File: src/rtl/core/sks_pkg.sv
// sks_pkg: shared types, constants and helpers for the sorted key set
// depends on nothing; imported by every module of the block

package sks_pkg;

  // number of key slots and the widths that follow from it
  localparam int unsigned DEPTH = 16;
  localparam int unsigned IDX_W = $clog2(DEPTH);
  localparam int unsigned CNT_W = $clog2(DEPTH + 1);

  // field widths of the stream payload
  localparam int unsigned KEY_W    = 32;
  localparam int unsigned POS_W    = 4;
  localparam int unsigned ECOUNT_W = 5;

  // flipping the sign bit makes an unsigned compare follow signed order
  localparam logic [KEY_W-1:0] SIGN_FLIP = {1'b1, {(KEY_W-1){1'b0}}};

  typedef enum logic [1:0] {
    CMD_INSERT = 2'd0,
    CMD_REMOVE = 2'd1,
    CMD_FIND   = 2'd2,
    CMD_CLEAR  = 2'd3
  } cmd_e;

  typedef enum logic [1:0] {
    ST_OK   = 2'd0,
    ST_MISS = 2'd1,
    ST_FULL = 2'd2
  } status_e;

  typedef enum logic [2:0] {
    S_IDLE,
    S_SCAN,
    S_EXEC,
    S_SHIFT_UP,
    S_INS_KEY,
    S_SHIFT_DN,
    S_RESP
  } state_e;

  // one result as handed from the controller to the output stage
  typedef struct packed {
    status_e             status;
    logic [POS_W-1:0]    position;
    logic [ECOUNT_W-1:0] entry_count;
  } result_t;

  // mask a slot index or count to the width of the position field
  function automatic logic [POS_W-1:0] to_pos(input logic [CNT_W-1:0] v);
    logic [CNT_W+POS_W-1:0] ext;
    ext = {{POS_W{1'b0}}, v};
    return ext[POS_W-1:0];
  endfunction

  // mask a count to the width of the entry_count field
  function automatic logic [ECOUNT_W-1:0] to_ecount(input logic [CNT_W-1:0] v);
    logic [CNT_W+ECOUNT_W-1:0] ext;
    ext = {{ECOUNT_W{1'b0}}, v};
    return ext[ECOUNT_W-1:0];
  endfunction

endpackage

File: src/rtl/core/sks_ram.sv
// sks_ram: key storage, one write port and one read port, registered read data
// depends on sks_pkg for DEPTH and the key width

module sks_ram
  import sks_pkg::*;
(
  input  logic             clk_i,
  input  logic             we_i,
  input  logic [IDX_W-1:0] waddr_i,
  input  logic [KEY_W-1:0] wdata_i,
  input  logic [IDX_W-1:0] raddr_i,
  output logic [KEY_W-1:0] rdata_o
);

  logic [KEY_W-1:0] mem [DEPTH];

  // write port
  always_ff @(posedge clk_i) begin
    if (we_i) begin
      mem[waddr_i] <= wdata_i;
    end
  end

  // read port, registered read data
  always_ff @(posedge clk_i) begin
    rdata_o <= mem[raddr_i];
  end

endmodule

File: src/rtl/core/sks_ctrl.sv
// sks_ctrl: request sequencer; linear scan for the sorted position, then
// shifts entries up or down through sks_ram; depends on sks_pkg and sks_ram

module sks_ctrl
  import sks_pkg::*;
(
  input  logic             clk_i,
  input  logic             rst_ni,
  // request side
  input  logic             req_valid_i,
  output logic             req_ready_o,
  input  cmd_e             req_cmd_i,
  input  logic [KEY_W-1:0] req_key_i,
  // result side
  output logic             res_valid_o,
  input  logic             res_ready_i,
  output result_t          res_o
);

  state_e           state_q, state_d;
  cmd_e             cmd_q, cmd_d;
  logic [KEY_W-1:0] key_q, key_d;
  logic [CNT_W-1:0] count_q, count_d;
  logic [CNT_W-1:0] ptr_q, ptr_d;
  logic [CNT_W-1:0] idx_q, idx_d;
  logic             hit_q, hit_d;
  status_e          status_q, status_d;

  logic             we;
  logic [IDX_W-1:0] waddr;
  logic [KEY_W-1:0] wdata;
  logic [IDX_W-1:0] raddr;
  logic [KEY_W-1:0] rdata;

  logic [CNT_W-1:0] ptr_inc, ptr_dec, cnt_dec, idx_inc;

  assign ptr_inc = ptr_q + 1'b1;
  assign ptr_dec = ptr_q - 1'b1;
  assign cnt_dec = count_q - 1'b1;
  assign idx_inc = idx_q + 1'b1;

  // key storage; in the shift states, reads and writes in one cycle hit different slots
  sks_ram u_ram (
    .clk_i   (clk_i),
    .we_i    (we),
    .waddr_i (waddr),
    .wdata_i (wdata),
    .raddr_i (raddr),
    .rdata_o (rdata)
  );

  // control state
  always_ff @(posedge clk_i or negedge rst_ni) begin
    if (!rst_ni) begin
      state_q <= S_IDLE;
      count_q <= '0;
    end else begin
      state_q <= state_d;
      count_q <= count_d;
    end
  end

  // request and scan payload
  always_ff @(posedge clk_i) begin
    cmd_q    <= cmd_d;
    key_q    <= key_d;
    ptr_q    <= ptr_d;
    idx_q    <= idx_d;
    hit_q    <= hit_d;
    status_q <= status_d;
  end

  // next state, memory accesses and result
  always_comb begin
    state_d     = state_q;
    cmd_d       = cmd_q;
    key_d       = key_q;
    count_d     = count_q;
    ptr_d       = ptr_q;
    idx_d       = idx_q;
    hit_d       = hit_q;
    status_d    = status_q;
    we          = 1'b0;
    waddr       = '0;
    wdata       = key_q;
    raddr       = '0;
    req_ready_o = 1'b0;
    res_valid_o = 1'b0;

    case (state_q)
      S_IDLE: begin
        req_ready_o = 1'b1;
        if (req_valid_i) begin
          cmd_d = req_cmd_i;
          key_d = req_key_i ^ SIGN_FLIP;
          idx_d = '0;
          hit_d = 1'b0;
          if (req_cmd_i == CMD_CLEAR || count_q == '0) begin
            state_d = S_EXEC;
          end else begin
            raddr   = '0;
            ptr_d   = CNT_W'(1);
            state_d = S_SCAN;
          end
        end
      end

      // rdata holds slot ptr_q-1; stop at the first key not below the request
      S_SCAN: begin
        if (rdata >= key_q) begin
          idx_d   = ptr_dec;
          hit_d   = (rdata == key_q);
          state_d = S_EXEC;
        end else if (ptr_q == count_q) begin
          idx_d   = count_q;
          hit_d   = 1'b0;
          state_d = S_EXEC;
        end else begin
          raddr = ptr_q[IDX_W-1:0];
          ptr_d = ptr_inc;
        end
      end

      S_EXEC: begin
        status_d = ST_OK;
        state_d  = S_RESP;
        case (cmd_q)
          CMD_INSERT: begin
            if (hit_q) begin
              status_d = ST_MISS;
              idx_d    = '0;
            end else if (count_q == CNT_W'(DEPTH)) begin
              status_d = ST_FULL;
              idx_d    = '0;
            end else if (idx_q == count_q) begin
              // append at the end, nothing to move
              we      = 1'b1;
              waddr   = idx_q[IDX_W-1:0];
              wdata   = key_q;
              count_d = count_q + 1'b1;
            end else begin
              raddr   = cnt_dec[IDX_W-1:0];
              ptr_d   = cnt_dec;
              state_d = S_SHIFT_UP;
            end
          end
          CMD_REMOVE: begin
            if (!hit_q) begin
              status_d = ST_MISS;
              idx_d    = '0;
            end else if (idx_inc == count_q) begin
              count_d = cnt_dec;
            end else begin
              raddr   = idx_inc[IDX_W-1:0];
              ptr_d   = idx_inc;
              state_d = S_SHIFT_DN;
            end
          end
          CMD_FIND: begin
            if (!hit_q) begin
              status_d = ST_MISS;
              idx_d    = '0;
            end
          end
          CMD_CLEAR: begin
            count_d = '0;
            idx_d   = '0;
          end
          default: begin
            state_d = S_RESP;
          end
        endcase
      end

      // move slot ptr_q up by one, walking down toward the insert point
      S_SHIFT_UP: begin
        we    = 1'b1;
        waddr = ptr_inc[IDX_W-1:0];
        wdata = rdata;
        if (ptr_q == idx_q) begin
          state_d = S_INS_KEY;
        end else begin
          raddr = ptr_dec[IDX_W-1:0];
          ptr_d = ptr_dec;
        end
      end

      S_INS_KEY: begin
        we       = 1'b1;
        waddr    = idx_q[IDX_W-1:0];
        wdata    = key_q;
        count_d  = count_q + 1'b1;
        status_d = ST_OK;
        state_d  = S_RESP;
      end

      // move slot ptr_q down by one, walking up toward the last entry
      S_SHIFT_DN: begin
        we    = 1'b1;
        waddr = ptr_dec[IDX_W-1:0];
        wdata = rdata;
        if (ptr_inc == count_q) begin
          count_d  = cnt_dec;
          status_d = ST_OK;
          state_d  = S_RESP;
        end else begin
          raddr = ptr_inc[IDX_W-1:0];
          ptr_d = ptr_inc;
        end
      end

      S_RESP: begin
        res_valid_o = 1'b1;
        if (res_ready_i) begin
          state_d = S_IDLE;
        end
      end

      default: begin
        state_d = S_IDLE;
      end
    endcase
  end

  // result fields
  assign res_o.status      = status_q;
  assign res_o.position    = to_pos(idx_q);
  assign res_o.entry_count = to_ecount(count_q);

endmodule

File: src/rtl/core/sorted_key_set_core.sv
// sorted_key_set_core: ordered set of distinct signed keys, DEPTH slots in one RAM
// flow: a request is scanned for its sorted position, slots are moved as needed, and the
//   result passes through an output register to m_axis; clear skips the scan
// throughput: one request at a time; the next is taken once the last result enters the output register
// reset: set empty, no result pending; the key RAM is not cleared

module sorted_key_set_core
  import sks_pkg::*;
(
  input  logic        clk_i,
  input  logic        rst_ni,
  // request stream
  input  logic        s_axis_tvalid,
  output logic        s_axis_tready,
  input  logic [31:0] s_axis_tdata,  // [31:0] key
  input  logic [1:0]  s_axis_tuser,  // [1:0] command
  // result stream
  output logic        m_axis_tvalid,
  input  logic        m_axis_tready,
  output logic [15:0] m_axis_tdata   // [1:0] status, [5:2] position, [10:6] entry_count
);

  logic    res_valid, res_ready;
  result_t res;
  logic    out_valid_q;
  result_t out_res_q;

  sks_ctrl u_ctrl (
    .clk_i       (clk_i),
    .rst_ni      (rst_ni),
    .req_valid_i (s_axis_tvalid),
    .req_ready_o (s_axis_tready),
    .req_cmd_i   (cmd_e'(s_axis_tuser)),
    .req_key_i   (s_axis_tdata),
    .res_valid_o (res_valid),
    .res_ready_i (res_ready),
    .res_o       (res)
  );

  // output register frees the controller while a result waits
  assign res_ready = !out_valid_q || m_axis_tready;

  always_ff @(posedge clk_i or negedge rst_ni) begin
    if (!rst_ni) begin
      out_valid_q <= 1'b0;
    end else if (res_ready) begin
      out_valid_q <= res_valid;
    end
  end

  always_ff @(posedge clk_i) begin
    if (res_valid && res_ready) begin
      out_res_q <= res;
    end
  end

  // pack result fields, lowest first
  assign m_axis_tvalid = out_valid_q;
  assign m_axis_tdata  = {5'b0, out_res_q.entry_count, out_res_q.position,
                          out_res_q.status};

endmodule
File: config.mk
export PLATFORM = sky130hd
export DESIGN_NAME = sorted_key_set_core
export DESIGN_NICKNAME = d
export VERILOG_FILES = /design/src/rtl/core/sks_pkg.sv /design/src/rtl/core/sks_ram.sv /design/src/rtl/core/sks_ctrl.sv /design/src/rtl/core/sorted_key_set_core.sv
export SDC_FILE = /design/constraint.sdc
export NUM_CORES = 1
export LEC_CHECK = 0
export BUFFER_PORTS_ARGS = -buffer_cell sky130_fd_sc_hd__buf_2
export CORE_MARGIN = 2
export CORE_UTILIZATION = 36
export DETAILED_ROUTE_END_ITERATION = 16
export SLEW_MARGIN = 20
export SYNTH_ARGS = -nofsm -noshare
export SYNTH_HDL_FRONTEND = slang
export SYNTH_HIERARCHICAL = 1
export SYNTH_SLANG_ARGS = --single-unit
File: constraint.sdc
create_clock -name clk_i -period 5.26 [get_ports clk_i]
set_input_delay 0.526 -clock clk_i [delete_from_list [all_inputs] [get_ports clk_i]]
set_output_delay 0.526 -clock clk_i [all_outputs]
set_load 0.005 [all_outputs]
# After elaboration in Yosys (flattened, before gate mapping)
# Memory sizes are Yosys's and may differ from the RTL's. A register that Yosys moved wholly into a read port is not among the register bits.
# Index checks and enable logic that the tools add are counted.
# word_totals
regBits,67
latch_bits,0
ramBits,512
mem_bits_ro,0
in_bits,38
output_inout_bits,18
word_cells,158
n_memories,1
# op_classes
addsub,5
n_mul,0
div_mod_pow,0
magnitude_cmp,1
eq_ne,38
shift,0
muxes,79
bitwise_logic,1
reduce_logical,21
# memory_table
memory,depth,word_bits,read_ports,rd_clocked_by_memory_dff,write_ports,line_no,rtl
u_ctrl.u_ram.mem,16,32,1,1,1,sks_ram.sv:15,logic [KEY_W-1:0] mem [DEPTH];
# op_table
cell,n
5-bit two-way mux,23
5-bit one-hot mux with 3 select lines,4
4-bit two-way mux,13
32-bit equality test,1
32-bit greater-or-equal comparator,1
32-bit two-way mux,1
4-bit one-hot mux with 4 select lines,2
3-bit two-way mux,10
5-bit equality test,5
5-bit one-hot mux with 5 select lines,1
3-bit one-hot mux with 7 select lines,1
3-bit inequality test (second input constant),6
5-bit by 1-bit adder with 5-bit output (second input constant),3
2-bit inequality test (second input constant),7
13-bit AND reduction,1
1-bit two-way mux,12
2-bit two-way mux,5
5-bit one-hot mux with 2 select lines,1
5-bit AND reduction,2
5-bit by 1-bit subtractor with 5-bit output (second input constant),2
3-bit equality test (second input constant),3
3-bit by 2-bit inequality test with 1-bit output (second input constant),3
4-bit one-hot mux with 2 select lines,1
8-bit AND reduction,1
other kinds (27),36

# Depth between registers and ports, before layout
# depth
depth_word,8
depth_mapped,15

# Hierarchy
# Netlist, hierarchy kept.
# modules_own_cells
module,n_inst,cells_per_inst,area_each_um2,seq_area_each_um2
sks_ram,1,838,19835.3,16015.4
sks_ctrl,1,488,4712.0,1611.5
sorted_key_set_core,1,21,425.4,355.3

# Worst setup path after synthesis
# No wires, ideal clock.
# synth_path
path_type,register to register
start,register u_ctrl.count_q[0]
end,memory u_ctrl.u_ram.mem[0][0] (enable)
arrival_time_ns,4.451
path_slack_ns,0.348
stages_incl_launch_ff,11
path_buffers,1
period_less_slack_ns,4.912
cell_sequence,dfrtp_1 -> buf_4 -> inv_1 -> ha_1 -> nor4bb_1 -> nor2_1 -> nand3_1 -> a21oi_1 -> a22o_1 -> or3b_2 -> nor3_1
# synth_between
word_cells_on_any_way,14
classes_between,2 x eq/ne; 12 x mux
# synth_lines
item,line_no,rtl
"start, declared",sks_ctrl.sv:23,"logic [CNT_W-1:0] count_q, count_d;"
"start signal, assigned",sks_ctrl.sv:59,count_q <= count_d;
5-bit equality test,sks_ctrl.sv:135,end else if (idx_q == count_q) begin
4-bit two-way mux,sks_ctrl.sv:135,
4-bit two-way mux *,sks_ctrl.sv:132,end else if (count_q == CNT_W'(DEPTH)) begin
4-bit two-way mux *,sks_ctrl.sv:129,if (hit_q) begin
4-bit two-way mux *,sks_ctrl.sv:127,case (cmd_q)
4-bit one-hot mux with 4 select lines *,sks_ctrl.sv:90,case (state_q)
net u_ctrl.waddr[2],sks_ctrl.sv:30,logic [IDX_W-1:0] waddr;
"end, declared",sks_ram.sv:15,
# The timed path passes the listed nets; every way through them passes the cells marked *.

# Worst setup path after layout
# layout_path
start,register u_ctrl.key_q[12]
end,"register u_ctrl.u_ram.rdata_o[31], read port of u_ctrl.u_ram.mem"
# layout_between
elab_chain_len,3
# layout_rtl
item,line_no,rtl
"start, declared",sks_ctrl.sv:22,"logic [KEY_W-1:0] key_q, key_d;"
"start signal, assigned",sks_ctrl.sv:66,key_q <= key_d;
32-bit greater-or-equal comparator,sks_ctrl.sv:110,if (rdata >= key_q) begin
4-bit two-way mux,sks_ctrl.sv:110,
4-bit one-hot mux with 4 select lines,sks_ctrl.sv:90,
net u_ctrl.raddr[3],sks_ctrl.sv:32,logic [IDX_W-1:0] raddr;
"end, declared",sks_ram.sv:12,output logic [KEY_W-1:0] rdata_o
# The timed path passes the listed nets, and every way through them passes these cells.
# A chain may end at the register's enable or synchronous reset.

==> flow_metrics.py <==
metrics = {
    "synth": {
        "yosys.area.top_type": "edfxtp_1",
        "yosysWarnings": 6,
        "ys_types": 81,
        "synth_area_sq_um": 24970,
        "synth_edf_count": 570,
        "synth_seq_cells": 611,
        "synth_cells": 1347,
        "ys.flop_type": "edfxtp_1",
        "synth_seq_area_share_pct": 72.01,
        "ys_async_sr_fraction_pct": 1.473,
        "synth.top_cells.by_area": "edfxtp_1, mux4_2, dfxtp_1",
        "postSynthAreaPerCell_sq_um": 18.54,
        "yosysMostFrequentCell": "edfxtp_1",
        "synth_top_area_share_pct": 68.54,
        "synth_common_cells": "edfxtp_1, mux4_2, a22oi_1, nand2_1, inv_1",
    },
    "global_routing": {
        "use_met3_pct": 2.869,
        "use_met1_pct": 22.53,
        "antenna_found_initial": 0,
        "grt_pass1_wl_microns": 85960,
        "grt_busiest_layer": "met2",
        "grt_pass1_vias": 13240,
        "grt_max_degree": 77,
        "met2_usage_pct": 26.88,
        "grt_usage_pct": 16.48,
        "grt-ovfl-total": 0,
    },
    "pwr": {
        "leakagePower_nw": 9.536,
        "total_power_mw": 19.17,
        "power_frac_comb_pct": 37.9,
        "pwr-share-seq_pct": 37.0,
        "power.switching_mw": 6.411,
        "internal_power_mw": 12.76,
        "power_density_nw_per_um2": 665.2,
        "switching_share_pct": 33.44,
        "pwr-share-clk_pct": 25.1,
        "ir_drop_uv": 973.7,
    },
    "clock_network": {
        "cts.sink_count": 611,
        "clkLatencyLatePin_ns": 0.60,
        "h-tree-depth": 3,
        "cts_tree": "done",
        "clk_pin_slew_ns": 0.06,
        "clockBufferDepth": 3,
        "cts_root_buf": "clkbuf_16",
        "cts_buffers": 66,
        "cts_setup_buffers": 0,
    },
    "die": {
        "rows": 96,
        "fp.coreArea_sq_um": 68590,
        "die_area_sq_um": 71490,
        "fp.dieH_microns": 267.4,
        "io-pin-count": 56,
        "initial_core_util_pct": 36.41,
        "die_w_microns": 267.4,
    },
    "finish": {
        "fin_nets": 1507,
        "multi_input_area_sq_um": 6569,
        "seq_area_sq_um": 17980,
        "layout-drive-gt1-share_pct": 26.22,
        "fillers": 5992,
        "syn_to_final_growth_pct": 15.41,
    },
    "setup_path": {
        "critPathLaunchType": "flip-flop",
        "crit_top_cell": "nor4_1",
        "arrival_ns": 4.80,
        "max_stage_delay_ns": 0.65,
        "worst_setup_path_end_kind": "flip-flop",
        "cp_max_fo": 32,
        "crit_buf_inv": 2,
        "cp_cell_sequence": "inv_1 > ha_1 > nand4_1 > nor4_1 > o31ai_1 > a41oi_2 > nor4_1 > a221o_1 > nor2_4 > buf_4 > a22oi_1 > nand2_1",
        "crit_family": "compound AO/OA/AOI/OAI gates",
        "critPathKind": "reg -> reg",
        "crit_path_top_delay_cell": "nor4_1",
        "cp_data_required_time_ns": 5.79,
    },
    "routing": {
        "vias_per_cell": 5.325,
        "wire_per_inst_microns": 24.04,
        "drcViolationCount": 0,
        "wl_microns": 57970,
        "vias": 12850,
        "drt_iter0_drc": 1235,
        "ant_nets": 0,
        "dr.pass1.iters": 7,
    },
    "sta": {
        "hold_viol_final": 0,
        "skew_ns": 0.01268,
        "maxSlewHeadroom_pct": 36.55,
        "rsz0062_at_grt": "false",
        "finalSetupViolations": 0,
        "fmax_mhz": 234.3,
        "slew_viol_final": 0,
        "period_share_pct": 81.13,
        "setup_tns_ns": 0,
        "worstMarginPinSlew_ns": 0.9431,
        "timing.final.ws_setup_ns": 0.9928,
        "layout_min_cycle_time_ns": 4.267,
        "hold-worst-slack_ns": 0.1054,
    },
    "run_status": {
        "status": "finished, final reports clean",
    },
    "placed_design": {
        "place_ws_ns": 1.067,
        "hpwl_microns": 30740,
        "port_buffers": 50,
        "gp_congestion": 0.8929,
    },
    "job": {
        "maxCapViolCount": 0,
    },
    "worst_hold_path": {
        "hold_class": "in -> reg",
    },
}
## through the flow
stage	cell area [sq um]	util, %	instances
2_1_floorplan	24990	-	1351
3_3_place_gp	26520	38.67	2290
3_5_place_dp	26520	38.67	2290
4_1_cts	28820	42.02	2411
5_1_grt	28820	42.02	2411
6_report	28820	42.02	2412
## logic make-up (layout without fill, tap and decap cells)
| family | after synthesis | after routing | synth area share [%] |
|---|---|---|---|
| and+or+nand+nor | 185 | 185 | 3.743 |
| buffers and inverters | 129 | 258 | 2.390 |
| adders and majority gates | 41 | 41 | 2.054 |
| muxes | 163 | 163 | 13.10 |
| AOI/OAI and AO/OA | 184 | 184 | 5.336 |
| xor gates and xnor gates | 33 | 33 | 1.353 |
| DFF | 611 | 611 | 72.01 |
| other | 1 | 6 | 0.01502 |
## worst paths after layout
kind	from	endpoint	slack, ns	depth (start not counted)
max in group asynchronous	rst_ni	u_ctrl/state_q[2]	4.72	2
worst max register to register	u_ctrl/key_q[12]	u_ctrl/u_ram/rdata_o[31]	0.99	12
worst min register to register	u_ctrl/status_q[0]	m_axis_tdata[0]	0.42	0
min in group asynchronous	rst_ni	u_ctrl/count_q[4]	0.33	2
worst max-delay path	u_ctrl/key_q[12]	u_ctrl/u_ram/rdata_o[31]	0.99	12
worst min-delay path	s_axis_tdata[28]	u_ctrl/key_q[28]	0.11	1
## cell type report
cell class / instances / share of cell area, %
multi-input cells: 611 / 22.79
repair buffers: 91 / 2.205
diodes: 1 / 0.008683
flip-flops and latches: 611 / 62.39
clock buffers: 91 / 6.738
clock inverters: 29 / 1.198
well taps: 931 / 4.042
inverters: 47 / 0.6208
## layout by cell type, fill, tap and decap left out, types with 17 or more instances in the layout
cell type	n
nand2_1	59
edfxtp_1	570
nor3_1	17
ha_1	41
buf_4	34
clkbuf_16	71
buf_2	50
nor2_1	22
mux2_2	31
a22oi_1	64
mux4_2	128
o21ai_0	25
dfxtp_1	32
a21oi_1	28
inv_1	46
## power by group through the flow
stage,Combinational [mW],Sequential [mW],Clock [mW]
detailed placement,7.30,7.19,0
floorplan,5.42,6.96,0
global route,7.89,7.15,5.12
global placement,7.21,7.17,0
CTS,7.34,7.09,4.93
finish,7.26,7.09,4.82
## routing by layer
metal  share of wire, %  vias up
met2                 49      427
met5                  0        -
met4                2.0        0
met1                 43     6724
li1                   -     5618
met3                5.6       76
## timing repair
action	CTS	global route
gates resized for setup	0	0
hold buffers	1	0
hold endpoints to repair	9	0
## state kept, by name (all words and copies together), names as in the netlist
register / cells
u_ctrl/u_ram/mem: 512
u_ctrl/key_q: 32
u_ctrl/u_ram/rdata_o: 32
m_axis_tdata: 11
u_ctrl/count_q: 5
u_ctrl/idx_q: 5
u_ctrl/ptr_q: 5
u_ctrl/state_q: 3
u_ctrl/cmd_q: 2
u_ctrl/status_q: 2
m_axis_tvalid: 1
u_ctrl/hit_q: 1
Power figures use the tool's default switching activity.
